File: src/design/range_add_range_max_tree_unit_defines.svh
// Assertion macros for the range add / range max tree unit.
// Both expect clk and arst_n in the scope of the use.
`ifndef RANGE_ADD_RANGE_MAX_TREE_UNIT_DEFINES_SVH
`define RANGE_ADD_RANGE_MAX_TREE_UNIT_DEFINES_SVH
`ifndef SYNTH
`define RARM_ASSERT_NOW(lbl, ante, cons, msg) \
	lbl: assert property (@(posedge clk) disable iff (!arst_n) (ante) |-> (cons)) \
		else $error(msg);
`define RARM_ASSERT_NEXT(lbl, ante, cons, msg) \
	lbl: assert property (@(posedge clk) disable iff (!arst_n) (ante) |=> (cons)) \
		else $error(msg);
`else
`define RARM_ASSERT_NOW(lbl, ante, cons, msg)
`define RARM_ASSERT_NEXT(lbl, ante, cons, msg)
`endif
`endif

File: src/design/rarm_pkg.sv
package rarm_pkg;

	localparam int LEAVES_DEF      = 1024;
	localparam int VALUE_WIDTH_DEF = 32;

	localparam logic [1:0] FUNC_ADD  = 2'd0;
	localparam logic [1:0] FUNC_MAX  = 2'd1;
	localparam logic [1:0] FUNC_FILL = 2'd2;
	localparam logic [1:0] FUNC_NOP  = 2'd3;

	localparam int OPW = 5;
	localparam logic [OPW-1:0] OP_NOP      = 5'd0;
	localparam logic [OPW-1:0] OP_LOAD     = 5'd1;
	localparam logic [OPW-1:0] OP_RD_L     = 5'd2;
	localparam logic [OPW-1:0] OP_WR_L     = 5'd3;
	localparam logic [OPW-1:0] OP_RD_R     = 5'd4;
	localparam logic [OPW-1:0] OP_WR_R     = 5'd5;
	localparam logic [OPW-1:0] OP_SHIFT_LR = 5'd6;
	localparam logic [OPW-1:0] OP_TA       = 5'd7;
	localparam logic [OPW-1:0] OP_TB       = 5'd8;
	localparam logic [OPW-1:0] OP_RD_C1    = 5'd9;
	localparam logic [OPW-1:0] OP_RD_T     = 5'd10;
	localparam logic [OPW-1:0] OP_W_C0     = 5'd11;
	localparam logic [OPW-1:0] OP_W_C1     = 5'd12;
	localparam logic [OPW-1:0] OP_W_T      = 5'd13;
	localparam logic [OPW-1:0] OP_SHIFT_AB = 5'd14;
	localparam logic [OPW-1:0] OP_QL       = 5'd15;
	localparam logic [OPW-1:0] OP_QR       = 5'd16;
	localparam logic [OPW-1:0] OP_P_RD     = 5'd17;
	localparam logic [OPW-1:0] OP_P_AC     = 5'd18;
	localparam logic [OPW-1:0] OP_BEST     = 5'd19;
	localparam logic [OPW-1:0] OP_EMIT     = 5'd20;
	localparam logic [OPW-1:0] OP_CLR_Z    = 5'd21;
	localparam logic [OPW-1:0] OP_CLR_F    = 5'd22;

	typedef struct packed {
		logic [1:0]         func;
		logic [9:0]         lo;
		logic [10:0]        hi;
		logic signed [31:0] amount;
	} in_t;

	typedef struct packed {
		logic signed [31:0] max_value;
		logic               valid_res;
	} out_t;

	typedef struct packed {
		logic [OPW-1:0] op;
	} cmd_t;

	typedef struct packed {
		logic lt;
		logic l_odd;
		logic r_odd;
		logic a_zero;
		logic ab_ne;
		logic walk_nz;
		logic clr_last;
		logic empty;
		logic out_blocked;
	} stat_t;

endpackage

File: src/design/rarm_ctrl.sv
module rarm_ctrl (
	input  logic           clk,
	input  logic           arst_n,
	input  logic           in_valid,
	input  logic [1:0]     func,
	input  rarm_pkg::stat_t stat,
	output logic           in_stall,
	output rarm_pkg::cmd_t cmd
);
	import rarm_pkg::*;

	localparam logic [4:0] S_IDLE  = 5'd0;
	localparam logic [4:0] S_CLR   = 5'd1;
	localparam logic [4:0] S_ADD0  = 5'd2;
	localparam logic [4:0] S_A_T   = 5'd3;
	localparam logic [4:0] S_A_LW  = 5'd4;
	localparam logic [4:0] S_A_RC  = 5'd5;
	localparam logic [4:0] S_A_RW  = 5'd6;
	localparam logic [4:0] S_SET_T = 5'd7;
	localparam logic [4:0] S_T1    = 5'd8;
	localparam logic [4:0] S_T2    = 5'd9;
	localparam logic [4:0] S_T3    = 5'd10;
	localparam logic [4:0] S_T4    = 5'd11;
	localparam logic [4:0] S_T5    = 5'd12;
	localparam logic [4:0] S_AFT   = 5'd13;
	localparam logic [4:0] S_Q0    = 5'd14;
	localparam logic [4:0] S_Q_T   = 5'd15;
	localparam logic [4:0] S_Q_RC  = 5'd16;
	localparam logic [4:0] S_P_R   = 5'd17;
	localparam logic [4:0] S_P_A   = 5'd18;
	localparam logic [4:0] S_P_B   = 5'd19;
	localparam logic [4:0] S_Q_SH  = 5'd20;
	localparam logic [4:0] S_OUT   = 5'd21;

	logic [4:0] state_q, state_d;
	logic       fill_q, fill_d;
	logic       side_b_q, side_b_d;
	logic       side_r_q, side_r_d;

	assign in_stall = (state_q != S_IDLE);

	always_comb begin
		state_d  = state_q;
		fill_d   = fill_q;
		side_b_d = side_b_q;
		side_r_d = side_r_q;
		cmd.op   = OP_NOP;
		unique case (state_q)
			S_IDLE: begin
				if (in_valid) begin
					cmd.op = OP_LOAD;
					unique case (func)
						FUNC_ADD:  state_d = S_ADD0;
						FUNC_MAX:  state_d = S_Q0;
						FUNC_FILL: begin
							state_d = S_CLR;
							fill_d  = 1'b1;
						end
						default:   state_d = S_IDLE;
					endcase
				end
			end
			S_CLR: begin
				cmd.op = fill_q ? OP_CLR_F : OP_CLR_Z;
				if (stat.clr_last) begin
					state_d = S_IDLE;
				end
			end
			S_ADD0: state_d = stat.empty ? S_IDLE : S_A_T;
			S_A_T: begin
				if (!stat.lt) begin
					state_d = S_SET_T;
				end else if (stat.l_odd) begin
					cmd.op  = OP_RD_L;
					state_d = S_A_LW;
				end else begin
					state_d = S_A_RC;
				end
			end
			S_A_LW: begin
				cmd.op  = OP_WR_L;
				state_d = S_A_RC;
			end
			S_A_RC: begin
				if (stat.r_odd) begin
					cmd.op  = OP_RD_R;
					state_d = S_A_RW;
				end else begin
					cmd.op  = OP_SHIFT_LR;
					state_d = S_A_T;
				end
			end
			S_A_RW: begin
				cmd.op  = OP_WR_R;
				state_d = S_A_T;
			end
			S_SET_T: begin
				if (stat.a_zero) begin
					state_d = S_IDLE;
				end else begin
					cmd.op   = OP_TA;
					side_b_d = 1'b0;
					state_d  = S_T1;
				end
			end
			S_T1: begin
				cmd.op  = OP_RD_C1;
				state_d = S_T2;
			end
			S_T2: begin
				cmd.op  = OP_RD_T;
				state_d = S_T3;
			end
			S_T3: begin
				cmd.op  = OP_W_C0;
				state_d = S_T4;
			end
			S_T4: begin
				cmd.op  = OP_W_C1;
				state_d = S_T5;
			end
			S_T5: begin
				cmd.op  = OP_W_T;
				state_d = S_AFT;
			end
			S_AFT: begin
				// settle the right boundary node unless both paths have merged
				if (!side_b_q && stat.ab_ne) begin
					cmd.op   = OP_TB;
					side_b_d = 1'b1;
					state_d  = S_T1;
				end else begin
					cmd.op  = OP_SHIFT_AB;
					state_d = S_SET_T;
				end
			end
			S_Q0: state_d = stat.empty ? S_OUT : S_Q_T;
			S_Q_T: begin
				if (!stat.lt) begin
					state_d = S_OUT;
				end else if (stat.l_odd) begin
					cmd.op   = OP_QL;
					side_r_d = 1'b0;
					state_d  = S_P_R;
				end else begin
					state_d = S_Q_RC;
				end
			end
			S_Q_RC: begin
				if (stat.r_odd) begin
					cmd.op   = OP_QR;
					side_r_d = 1'b1;
					state_d  = S_P_R;
				end else begin
					cmd.op  = OP_SHIFT_LR;
					state_d = S_Q_T;
				end
			end
			S_P_R: begin
				cmd.op  = OP_P_RD;
				state_d = S_P_A;
			end
			S_P_A: begin
				cmd.op  = OP_P_AC;
				state_d = stat.walk_nz ? S_P_R : S_P_B;
			end
			S_P_B: begin
				cmd.op  = OP_BEST;
				state_d = side_r_q ? S_Q_SH : S_Q_RC;
			end
			S_Q_SH: begin
				cmd.op  = OP_SHIFT_LR;
				state_d = S_Q_T;
			end
			S_OUT: begin
				if (!stat.out_blocked) begin
					cmd.op  = OP_EMIT;
					state_d = S_IDLE;
				end
			end
			default: state_d = S_IDLE;
		endcase
	end

	always_ff @(posedge clk or negedge arst_n) begin
		if (!arst_n) begin
			state_q  <= S_CLR;
			fill_q   <= 1'b0;
			side_b_q <= 1'b0;
			side_r_q <= 1'b0;
		end else begin
			state_q  <= state_d;
			fill_q   <= (state_q == S_CLR && stat.clr_last) ? 1'b0 : fill_d;
			side_b_q <= side_b_d;
			side_r_q <= side_r_d;
		end
	end

endmodule

File: config.mk
export PLATFORM = sky130hd
export DESIGN_NAME = rarm_ctrl
export DESIGN_NICKNAME = d
export VERILOG_FILES = /design/src/design/range_add_range_max_tree_unit_defines.svh /design/src/design/rarm_pkg.sv /design/src/design/rarm_ctrl.sv
export SDC_FILE = /design/constraint.sdc
export NUM_CORES = 1
export LEC_CHECK = 0
export BUFFER_PORTS_ARGS = -buffer_cell sky130_fd_sc_hd__buf_2
export CAP_MARGIN = 20
export CORE_MARGIN = 5
export CORE_UTILIZATION = 37
export CTS_CLUSTER_DIAMETER = 60
export CTS_CLUSTER_SIZE = 28
export DETAILED_ROUTE_END_ITERATION = 12
export PLACE_DENSITY = 0.62
export REMOVE_ABC_BUFFERS = 1
export SYNTH_ARGS = -nofsm -noshare
export SYNTH_HDL_FRONTEND = slang
export SYNTH_SLANG_ARGS = --single-unit
export TNS_END_PERCENT = 5
File: constraint.sdc
create_clock -name clk -period 1.7 [get_ports clk]
set_clock_uncertainty 0.1 [all_clocks]
set_input_delay 0.17 -clock clk [delete_from_list [all_inputs] [get_ports clk]]
set_output_delay 0.17 -clock clk [all_outputs]
set_load 0.05 [all_outputs]
# Yosys cells after proc, flatten, opt, wreduce, memory -nomap -nowiden

Cells that the tools add are included.

Logic and storage cells: 90
Register bits: 8
Input bits: 14
Output and inout bits: 6

Reductions and logical operators: 15
Mux-type cells: 40
Equality and inequality tests: 31

Operator list:

| operator                                             | number |
|---|---|
| case mux 5 bit (22 select lines)                     | 1 |
| case mux 5 bit (20 select lines)                     | 1 |
| equality test 5 x 4 -> 1 bit (second input constant) | 8 |
| 2-to-1 mux 5 bit                                     | 7 |
| equality test 5 bit (second input constant)          | 6 |
| equality test 5 x 3 -> 1 bit (second input constant) | 4 |
| 2-to-1 mux 4 bit                                     | 4 |
| != test 2 bit (second input constant)                | 8 |
| 2-to-1 mux 3 bit                                     | 5 |
| 2-to-1 mux 2 bit                                     | 7 |
| 2-to-1 mux 1 bit                                     | 12 |
| case mux 4 bit (3 select lines)                      | 1 |
| equality test 5 x 2 -> 1 bit (second input constant) | 2 |
| nonzero test 2 bit                                   | 5 |
| AND reduction 3 bit                                  | 3 |
| equality test 5 x 1 -> 1 bit (second input constant) | 1 |
| logical NOT 5 bit                                    | 1 |
| nonzero test 5 bit                                   | 1 |
| case mux 1 bit (2 select lines)                      | 2 |
| AND reduction 4 bit                                  | 1 |
| equality test 2 x 1 -> 1 bit (second input constant) | 1 |
| equality test 2 bit (second input constant)          | 1 |
| logical AND 1 bit                                    | 2 |
| logical NOT 2 bit                                    | 1 |
| logical NOT 1 bit                                    | 1 |

# Depth between registers and ports, before layout

Gate-level depths: netlist of run 1.

Depth after elaboration: 5
Mapped depth: 6
Gate-level depth less buffers: 4

# Worst setup path after synthesis of run 1

No wires, ideal clock.

Kind: reg2out
Start: register state_q[2]
End: output cmd[4] (netlist name)
Data required time: 1430 ps
Buffers on the path: 2
Data arrival time: 2096 ps
Cell stages (with the launch flop): 6
Setup slack: -666 ps
Path through: dfrtp_1 buf_2 buf_2 o22ai_1 a21oi_1 o21ai_0

RTL lines:

| what                   | line             | RTL |
|---|---|---|
| from (decl)            | rarm_ctrl.sv:35  | `logic [4:0] state_q, state_d;` |
| from (signal assigned) | rarm_ctrl.sv:192 | `state_q <= state_d;` |
| to (decl)              | rarm_ctrl.sv:8   | `output rarm_pkg::cmd_t cmd` |

==> flow_summary.json, run 1 <==
{
  "drv_slew": 0,
  "cp.required_ns": 1.43,
  "hold_path_class": "in2reg",
  "yosysMostFrequentCell": "a21oi_1",
  "startpoint": "state_q[0]$_DFFE_PN1P_",
  "clk_latency_ns": 0.28,
  "holdWs_ns": 0.0238,
  "reg2reg_slack_ns": -0.16,
  "crit_buf_inv": 3,
  "insertedDiodeCount": 0,
  "seq_area_frac_synth_pct": 19.9,
  "die_h_um": 62.3,
  "reg2reg_depth": 5,
  "synth_cell_types": 49,
  "place_hpwl_um": 2970,
  "endpoint_kind": "output pin",
  "start_util_pct": 37.7,
  "startpoint_type": "register",
  "critPathTopFamily": "flip-flops",
  "rows": 19,
  "irDropWorstVdd_mv": 1.39,
  "crit_chain": "buf_6 > buf_4 > nor3_1 > a22oi_2 > nand4b_1 > buf_6",
  "core_area_um2": 2690,
  "gr-usage-all-layers_pct": 21.6,
  "synth_area_um2": 1010,
  "place_ws_ns": -0.263,
  "max_freq_mhz": 474,
  "synth_largest_area_cell": "dfrtp_1",
  "status": "complete, but fails checks",
  "grt_start_max_net_pins": 17,
  "avgRoutedWirePerCell_um": 17.9,
  "area_delta_synth_final_pct": 63.4,
  "gp_congestion": 0.969,
  "worstPathArrival_ns": 1.84,
  "yosysTopAreaCellShare_pct": 17.3,
  "synth_area_leaders": "dfrtp_1 (17%), a21oi_1 (7.4%), nand2b_1 (5.6%), o21ai_0 (4.4%), nor2_1 (4.4%)",
  "route.detailed.drc": 0,
  "cts.sinks": 8,
  "async_flop_share_pct": 100,
  "yosys_warnings": 0,
  "power_density_nw_per_um2": 1780,
  "crit_top_cell": "buf_6",
  "firstDrtPassIters": 4,
  "rr_endpoint": "state_q[1]$_DFFE_PN0P_",
  "die-area_um2": 3880,
  "synth.top_cells.by_count": "a21oi_1 (15), nor2_1 (12), nand2b_1 (9), o21ai_0 (9), buf_2 (8)",
  "fin_nets": 217,
  "hold_path_startpoint": "stat[2]",
  "total_power_mw": 2.95,
  "tightestPinTransition_ns": 0.302,
  "antenna_found_initial": 0,
  "die_w_um": 62.3,
  "synth_area_per_cell_um2": 7.23,
  "synth_edf_count": 0,
  "drtAntennaViolNets": 0,
  "synthCells": 140,
  "nFillCells": 241,
  "maxCapViolations": 0,
  "portBuffers": 19,
  "htree_levels": 1,
  "ys.flop_type": "dfrtp_1",
  "vias": 1388,
  "slew_headroom_pct": 79.7,
  "hold_viol_final": 0,
  "drt-total-wl_um": 4170,
  "first_iter_violations": 122,
  "crit_fanout": 7,
  "critPathCapture": "cmd[1]",
  "ios": 20,
  "grt-ovfl-total": 0,
  "critPathSlowestCell": "dfstp_2",
  "path_depth": 6,
  "crit_path_max_incr_delay_ns": 0.65,
  "period_share_pct": 124,
  "setup_slack_ns": -0.408,
  "critPathKind": "reg2out",
  "cts_tree": "built",
  "synth_seq_cells": 8,
  "r2r-start": "state_q[0]$_DFFE_PN1P_",
  "clockRootBuffer": "clkbuf_4",
  "fin_crit_ns": 2.11,
  "first_global_vias": 1413,
  "cts_buffers": 3,
  "avgViaCountPerCell": 5.96,
  "cts_buffer_depth": 2,
  "drive_above_1_share_pct": 48.5,
  "cts.clk_slew.worst_paths_ns": 0.07,
  "grt_pass1_wl_um": 6730,
  "final-setup-viol-count": 10,
  "violations": "negative setup slack",
  "power.leakage_nw": 0.704,
  "rsz0062_at_grt": "yes"
}
[flip-flops by register name (all words and copies together) (netlist names)]
| register | cells |
|---|---|
| fill_q | 1 |
| side_b_q | 1 |
| side_r_q | 1 |
| state_q | 5 |
[layer usage]
metal  global-route usage, %  wire (µm)  vias to the layer above
met3                    1.62        223                       22
met1                    28.4       1800                      664
met5                       0          0                        -
met2                    33.0       1930                       51
li1                        -          -                      651
met4                    15.6        229                        0
[layout by cell type (no fill, tap or decap), drive strengths merged, types with 3 or more instances in the layout]
cell type and instances:
nand2b 9, and3 3, nand3 7, nand2 5
nor3 4, nand3b 3, clkbuf 4, buf 69
a21oi 15, dfrtp 7, inv 6, nor2b 4
o211ai 3, nor2 12, o21ai 9, o2111ai 3
[area by class of cell]
type / instances / area (µm²) / share of cell area [%]
Inverter: 6 / 22.5 / 1.36
Tap cell: 31 / 38.8 / 2.34
Multi-Input combinational cell: 114 / 828 / 50.1
Timing Repair Buffer: 70 / 532 / 32.1
Sequential cell: 8 / 206 / 12.5
Clock buffer: 4 / 26.3 / 1.59
[worst min path at each step]
| stage | to | slack, ns | depth (start not counted) |
|---|---|---|---|
| after floorplan | fill_q$_DFFE_PN0P_ | -0.23 | 0 |
| after global placement | fill_q$_DFFE_PN0P_ | -0.07 | 1 |
| after detailed placement | fill_q$_DFFE_PN0P_ | -0.07 | 1 |
| after CTS | fill_q$_DFFE_PN0P_ | 0.02 | 2 |
| after global routing | fill_q$_DFFE_PN0P_ | 0.02 | 2 |
| final | fill_q$_DFFE_PN0P_ | 0.02 | 2 |
[where the power goes]
part	switching, mW	total (mW)	internal (mW)
logic	1.26	2.36	1.10
registers	0.144	0.411	0.267
clock network	0.0859	0.177	0.0908
total	1.49	2.95	1.46
[what timing repair did]
item	CTS	global route
hold buffers	1	0
setup endpoints to repair	12	12
buffers inserted	3	2
pin swaps	2	2
gates resized for setup	37	8
endpoints found under the hold margin	8	0
[kinds of logic after synthesis]
family                 count (synthesis)  share of synthesized area [%]
XOR/XNOR                               1                          0.865
AND/OR/NAND/NOR                       63                           36.5
flip-flops                             8                           19.9
AO/OA/AOI/OAI                         50                           34.4
buffers and inverters                 18                           8.41
[per-stage QoR]
step	cells	util, %	TNS (ns)	cell area [µm²]
after CTS	231	59.9	-1.62	1610
after global routing	233	61.6	-2.55	1650
after detailed placement	223	52.9	-1.78	1420
after floorplan	128	-	-2.60	950
after global placement	223	52.9	-1.32	1420
final	233	61.6	-1.73	1650
Note: power is estimated with default switching activity, not from simulation.
==> inputs of run 2 (changes only) <==
==> constraint.sdc (replaced) <==
create_clock -name clk -period 1.7 [get_ports clk]
set_clock_uncertainty 0.1 [all_clocks]
set_input_delay 0.34 -clock clk [delete_from_list [all_inputs] [get_ports clk]]
set_output_delay 0.34 -clock clk [all_outputs]
set_load 0.05 [all_outputs]
==> run 2 against run 1 <==
Against the previous run: the flow still finishes with violations (negative setup slack); largest power group unchanged; largest cell class unchanged; die area unchanged; sequential share of layout area decreased by 1.0 points; register-to-register slack improved by 0.03 ns; sequential power decreased by 11%.
==> flow_summary.json, run 2 (synthesized netlist as in run 1, its figures left out) <==
{
  "largest_reg_flops": 5,
  "hold_path_class": "in2reg",
  "core_area_um2": 2690,
  "die-area_um2": 3880,
  "clockRootBuffer": "clkbuf_4",
  "holdWs_ns": 0.190,
  "top_register": "state_q",
  "avgViaCountPerCell": 6.04,
  "first_iter_violations": 115,
  "fin_crit_ns": 2.18,
  "final_cell_mix": "buf_4 (46), buf_6 (17), buf_2 (13)",
  "die_w_um": 62.3,
  "worstPathArrival_ns": 1.74,
  "maxCapViolations": 0,
  "dp.cells": 230,
  "hold_viol_final": 0,
  "avgRoutedWirePerCell_um": 18.1,
  "power_density_nw_per_um2": 1730,
  "cts.sinks": 8,
  "cts.clk_slew.worst_paths_ns": 0.08,
  "status": "complete, but fails checks",
  "htree_levels": 1,
  "start_util_pct": 37.7,
  "tns_ns": -2.90,
  "cts_buffer_depth": 2,
  "vias": 1449,
  "violations": "negative setup slack",
  "nFillCells": 229,
  "grt_start_max_net_pins": 14,
  "rsz0062_at_grt": "yes",
  "drtAntennaViolNets": 0,
  "tightestPinTransition_ns": 0.373,
  "rows": 19,
  "power.leakage_nw": 0.772,
  "ios": 20,
  "portBuffers": 19,
  "place_hpwl_um": 3080,
  "first_global_vias": 1517,
  "gp_congestion": 0.904,
  "antenna_found_initial": 0,
  "clk_latency_ns": 0.27,
  "slew_headroom_pct": 75.1,
  "drv_slew": 0,
  "stdcell_count": 240,
  "area_delta_synth_final_pct": 76.6,
  "insertedDiodeCount": 0,
  "setup_slack_ns": -0.481,
  "final-setup-viol-count": 11,
  "route.detailed.drc": 0,
  "die_h_um": 62.3,
  "final_common_cell": "buf_4",
  "period_share_pct": 128,
  "cp.required_ns": 1.26,
  "max_freq_mhz": 459,
  "drive_above_1_share_pct": 53.6,
  "cts_buffers": 3,
  "firstDrtPassIters": 4,
  "endpoint_kind": "output pin",
  "critPathKind": "reg2out",
  "drt-total-wl_um": 4340,
  "gr-usage-all-layers_pct": 21.8,
  "cts_tree": "built",
  "grt-ovfl-total": 0,
  "startpoint_type": "register",
  "irDropWorstVdd_mv": 1.47,
  "grt_pass1_wl_um": 6990,
  "crit_fanout": 6,
  "fin_nets": 224
}
-- run 2: cell count changes in the layout (fill, tap and decap cells not counted), sizes merged --
cell,delta
buf,+7
-- run 2: worst max-delay path: stages (launching register included) --
cell,delay [ns]
dfstp_2,0.63
buf_6,0.13
nand2b_4,0.06
buf_4,0.14
o22ai_2,0.10
a21oi_2,0.07
o21ai_1,0.17
buf_6,0.18
-- run 2: path summary, 6_finish.rpt --
kind | from | end | slack, ns | cells after the start
max | state_q[0]$_DFFE_PN1P_ | cmd[4] | -0.48 | 7
min | stat[2] | fill_q$_DFFE_PN0P_ | 0.19 | 2
max reg2reg | state_q[1]$_DFFE_PN0P_ | state_q[0]$_DFFE_PN1P_ | -0.13 | 6
min reg2reg | side_b_q$_DFFE_PN0P_ | side_b_q$_DFFE_PN0P_ | 0.42 | 2
max in group asynchronous | arst_n | state_q[0]$_DFFE_PN1P_ | 0.86 | 2
min in group asynchronous | arst_n | fill_q$_DFFE_PN0P_ | 0.37 | 2
-- run 2: layer usage --
layer  vias to the layer above  global-route usage, %  wire (µm)
met5                         -                      0          0
met4                         0                   9.55        142
met3                        14                   1.26        242
met2                        58                   38.7       2260
met1                       710                   26.7       1690
li1                        667                      -          -
-- run 2: power breakdown --
part           internal [mW]  total (mW)  switching (mW)
registers              0.266       0.364          0.0979
clock network         0.0906       0.178          0.0872
logic                   1.19        2.55            1.36
-- run 2: final cells by class --
| class | count | area (µm²) | area share [%] |
|---|---|---|---|
| timing repair buffer | 77 | 612 | 34.2 |
| tap | 31 | 38.8 | 2.17 |
| sequential | 8 | 205 | 11.5 |
| clock buffer | 4 | 26.3 | 1.47 |
| inverter | 6 | 22.5 | 1.26 |
| multi-input combinational | 114 | 883 | 49.4 |
-- run 2: metrics by stage --
stage                     area [µm²]  util, %  power, mW  setup WS, ns
after floorplan                  950        -       1.47         -1.05
after global placement          1470     54.9       2.31        -0.292
after CTS                       1700     63.3       2.89        -0.483
after detailed placement        1470     54.9       2.35        -0.364
final                           1790     66.6       3.09        -0.481
after global routing            1790     66.6       3.27        -0.566
-- run 2: repair_timing --
action / CTS / global route
hold endpoints to repair: 7 / 0
endpoints found under the setup margin: 11 / 11
hold buffers: 1 / 0
setup buffers: 4 / 1
gates resized for setup: 41 / 20
pin swaps: 8 / 8
==> inputs of run 3 (changes only) <==
--- a/config.mk
+++ b/config.mk
@@ -8,11 +8,11 @@
 export BUFFER_PORTS_ARGS = -buffer_cell sky130_fd_sc_hd__buf_2
 export CAP_MARGIN = 20
 export CORE_MARGIN = 5
-export CORE_UTILIZATION = 37
+export CORE_UTILIZATION = 40
 export CTS_CLUSTER_DIAMETER = 60
 export CTS_CLUSTER_SIZE = 28
 export DETAILED_ROUTE_END_ITERATION = 12
-export PLACE_DENSITY = 0.62
+export PLACE_DENSITY = 0.66
 export REMOVE_ABC_BUFFERS = 1
 export SYNTH_ARGS = -nofsm -noshare
 export SYNTH_HDL_FRONTEND = slang
==> run 3 against run 2 <==
Against the previous run: the run still ends with negative setup slack left; global-route usage is 1.2 points higher; critical path depth fell by 1; clock power down 4%; die area shrank 6.3%; sequential share of layout area rose by 1.4 points; sequential power rose by 5%; wire length decreased by 11%; worst hold slack improved by 0.0074 ns.
==> flow_summary.json, run 3 (synthesized netlist as in run 1, its figures left out) <==
{
  "status": "complete, but fails checks",
  "violations": "negative setup slack",
  "drive_above_1_share_pct": 46.2,
  "core_area_um2": 2450,
  "final_cell_mix": "buf_4 (46), a21oi_1 (13), buf_2 (13)",
  "placed_cell_area_um2": 1430,
  "max_freq_mhz": 461,
  "nFillCells": 216,
  "firstDrtPassIters": 4,
  "vias": 1354,
  "place_hpwl_um": 2870,
  "crit_top_cell": "buf_4",
  "cts_buffer_depth": 2,
  "maxCapViolations": 0,
  "slew_headroom_pct": 74.5,
  "endpoint_kind": "output pin",
  "power.leakage_nw": 0.682,
  "portBuffers": 19,
  "htree_levels": 1,
  "final-setup-viol-count": 11,
  "power_density_nw_per_um2": 1760,
  "cp.required_ns": 1.26,
  "route.detailed.drc": 0,
  "insertedDiodeCount": 0,
  "hold_path_class": "in2reg",
  "first_iter_violations": 101,
  "final_util_pct": 64.9,
  "grt_start_max_net_pins": 17,
  "area_delta_synth_final_pct": 57.5,
  "first_global_vias": 1377,
  "startpoint_type": "register",
  "rows": 18,
  "hold_viol_final": 0,
  "die_w_um": 60.3,
  "fin_nets": 214,
  "gp_congestion": 0.896,
  "cts.sinks": 8,
  "cts_tree": "built",
  "die-area_um2": 3640,
  "drt-total-wl_um": 3870,
  "die_h_um": 60.3,
  "crit_fanout": 7,
  "ios": 20,
  "clockRootBuffer": "clkbuf_4",
  "start_util_pct": 41.2,
  "avgViaCountPerCell": 5.91,
  "fin_crit_ns": 2.17,
  "setup_slack_ns": -0.468,
  "drv_slew": 0,
  "final_common_cell": "buf_4",
  "final_cell_area_um2": 1590,
  "total_power_mw": 2.80,
  "largest_reg_flops": 5,
  "crit_path_max_incr_delay_ns": 0.41,
  "critPathKind": "reg2out",
  "irDropWorstVdd_mv": 1.45,
  "rsz0062_at_grt": "yes",
  "worstPathArrival_ns": 1.73,
  "antenna_found_initial": 0,
  "gr-usage-all-layers_pct": 23.0,
  "clk_latency_ns": 0.27,
  "top_register": "state_q",
  "critPathSlowestCell": "dfrtp_1",
  "drtAntennaViolNets": 0,
  "period_share_pct": 128,
  "crit_chain": "buf_4 > nor3b_1 > a21oi_1 > o22a_1 > o2111ai_1 > buf_4",
  "cts_buffers": 3,
  "cts.clk_slew.worst_paths_ns": 0.07,
  "grt_pass1_wl_um": 6330,
  "avgRoutedWirePerCell_um": 16.9,
  "grt-ovfl-total": 0,
  "tightestPinTransition_ns": 0.381
}
run 3: worst max-delay path: cells and delay by family (launching register included):
kind,cells,cell delay (ns)
flip-flops,1,0.41
buffers and inverters,2,0.40
AND/OR/NAND/NOR,1,0.21
AO/OA/AOI/OAI,3,0.44
run 3: worst paths after layout:
check	start	endpoint	slack (ns)	cells after the start
worst max-delay path	state_q[4]$_DFFE_PN0P_	cmd[2]	-0.47	6
worst min-delay path	stat[2]	fill_q$_DFFE_PN0P_	0.20	2
min in group asynchronous	arst_n	side_r_q$_DFFE_PN0P_	0.35	2
worst min register to register	side_b_q$_DFFE_PN0P_	side_b_q$_DFFE_PN0P_	0.41	2
max in group asynchronous	arst_n	state_q[0]$_DFFE_PN1P_	0.89	2
worst max register to register	state_q[1]$_DFFE_PN0P_	state_q[2]$_DFFE_PN0P_	-0.16	6
run 3: stage by stage:
step           std cells  TNS (ns)  setup slack [ns]  hold slack, ns
2_1_floorplan        128     -3.50             -1.05         -0.0556
3_3_place_gp         223     -2.11            -0.285          0.0970
3_5_place_dp         223     -2.51            -0.355           0.101
4_1_cts              229     -2.90            -0.452           0.195
5_1_grt              229     -3.93            -0.569           0.208
6_report             229     -2.88            -0.468           0.198
run 3: timing repair:
item                       4_1_cts  5_1_grt
resized for setup               25       11
hold endpoints to repair         7        0
hold buffers                     1        0
buffers inserted                 1        0
setup endpoints to repair       11       11
pin swaps                        6        2
run 3: area by class of cell:
type / instances / area (µm²) / area share (%)
Clock buffer: 4 / 26.3 / 1.65
Timing Repair Buffer: 67 / 499 / 31.3
Tap cell: 30 / 37.5 / 2.35
Multi-Input combinational cell: 114 / 803 / 50.4
Sequential cell: 8 / 205 / 12.9
Inverter: 6 / 22.5 / 1.41
run 3: layer usage:
layer,track usage (%),share of wire [%],vias to the layer above
met5,0,0,-
met4,8.23,2.2,0
met3,1.94,5.4,9
met2,39.4,51,53
met1,29.9,42,642
li1,-,-,650
run 3: power by group:
| part | leakage (nW) | total [mW] | internal (mW) | switching [mW] |
|---|---|---|---|---|
| Combinational | 0.573 | 2.25 | 1.01 | 1.24 |
| Clock | 0.0150 | 0.170 | 0.0904 | 0.0798 |
| Sequential | 0.0948 | 0.382 | 0.267 | 0.115 |
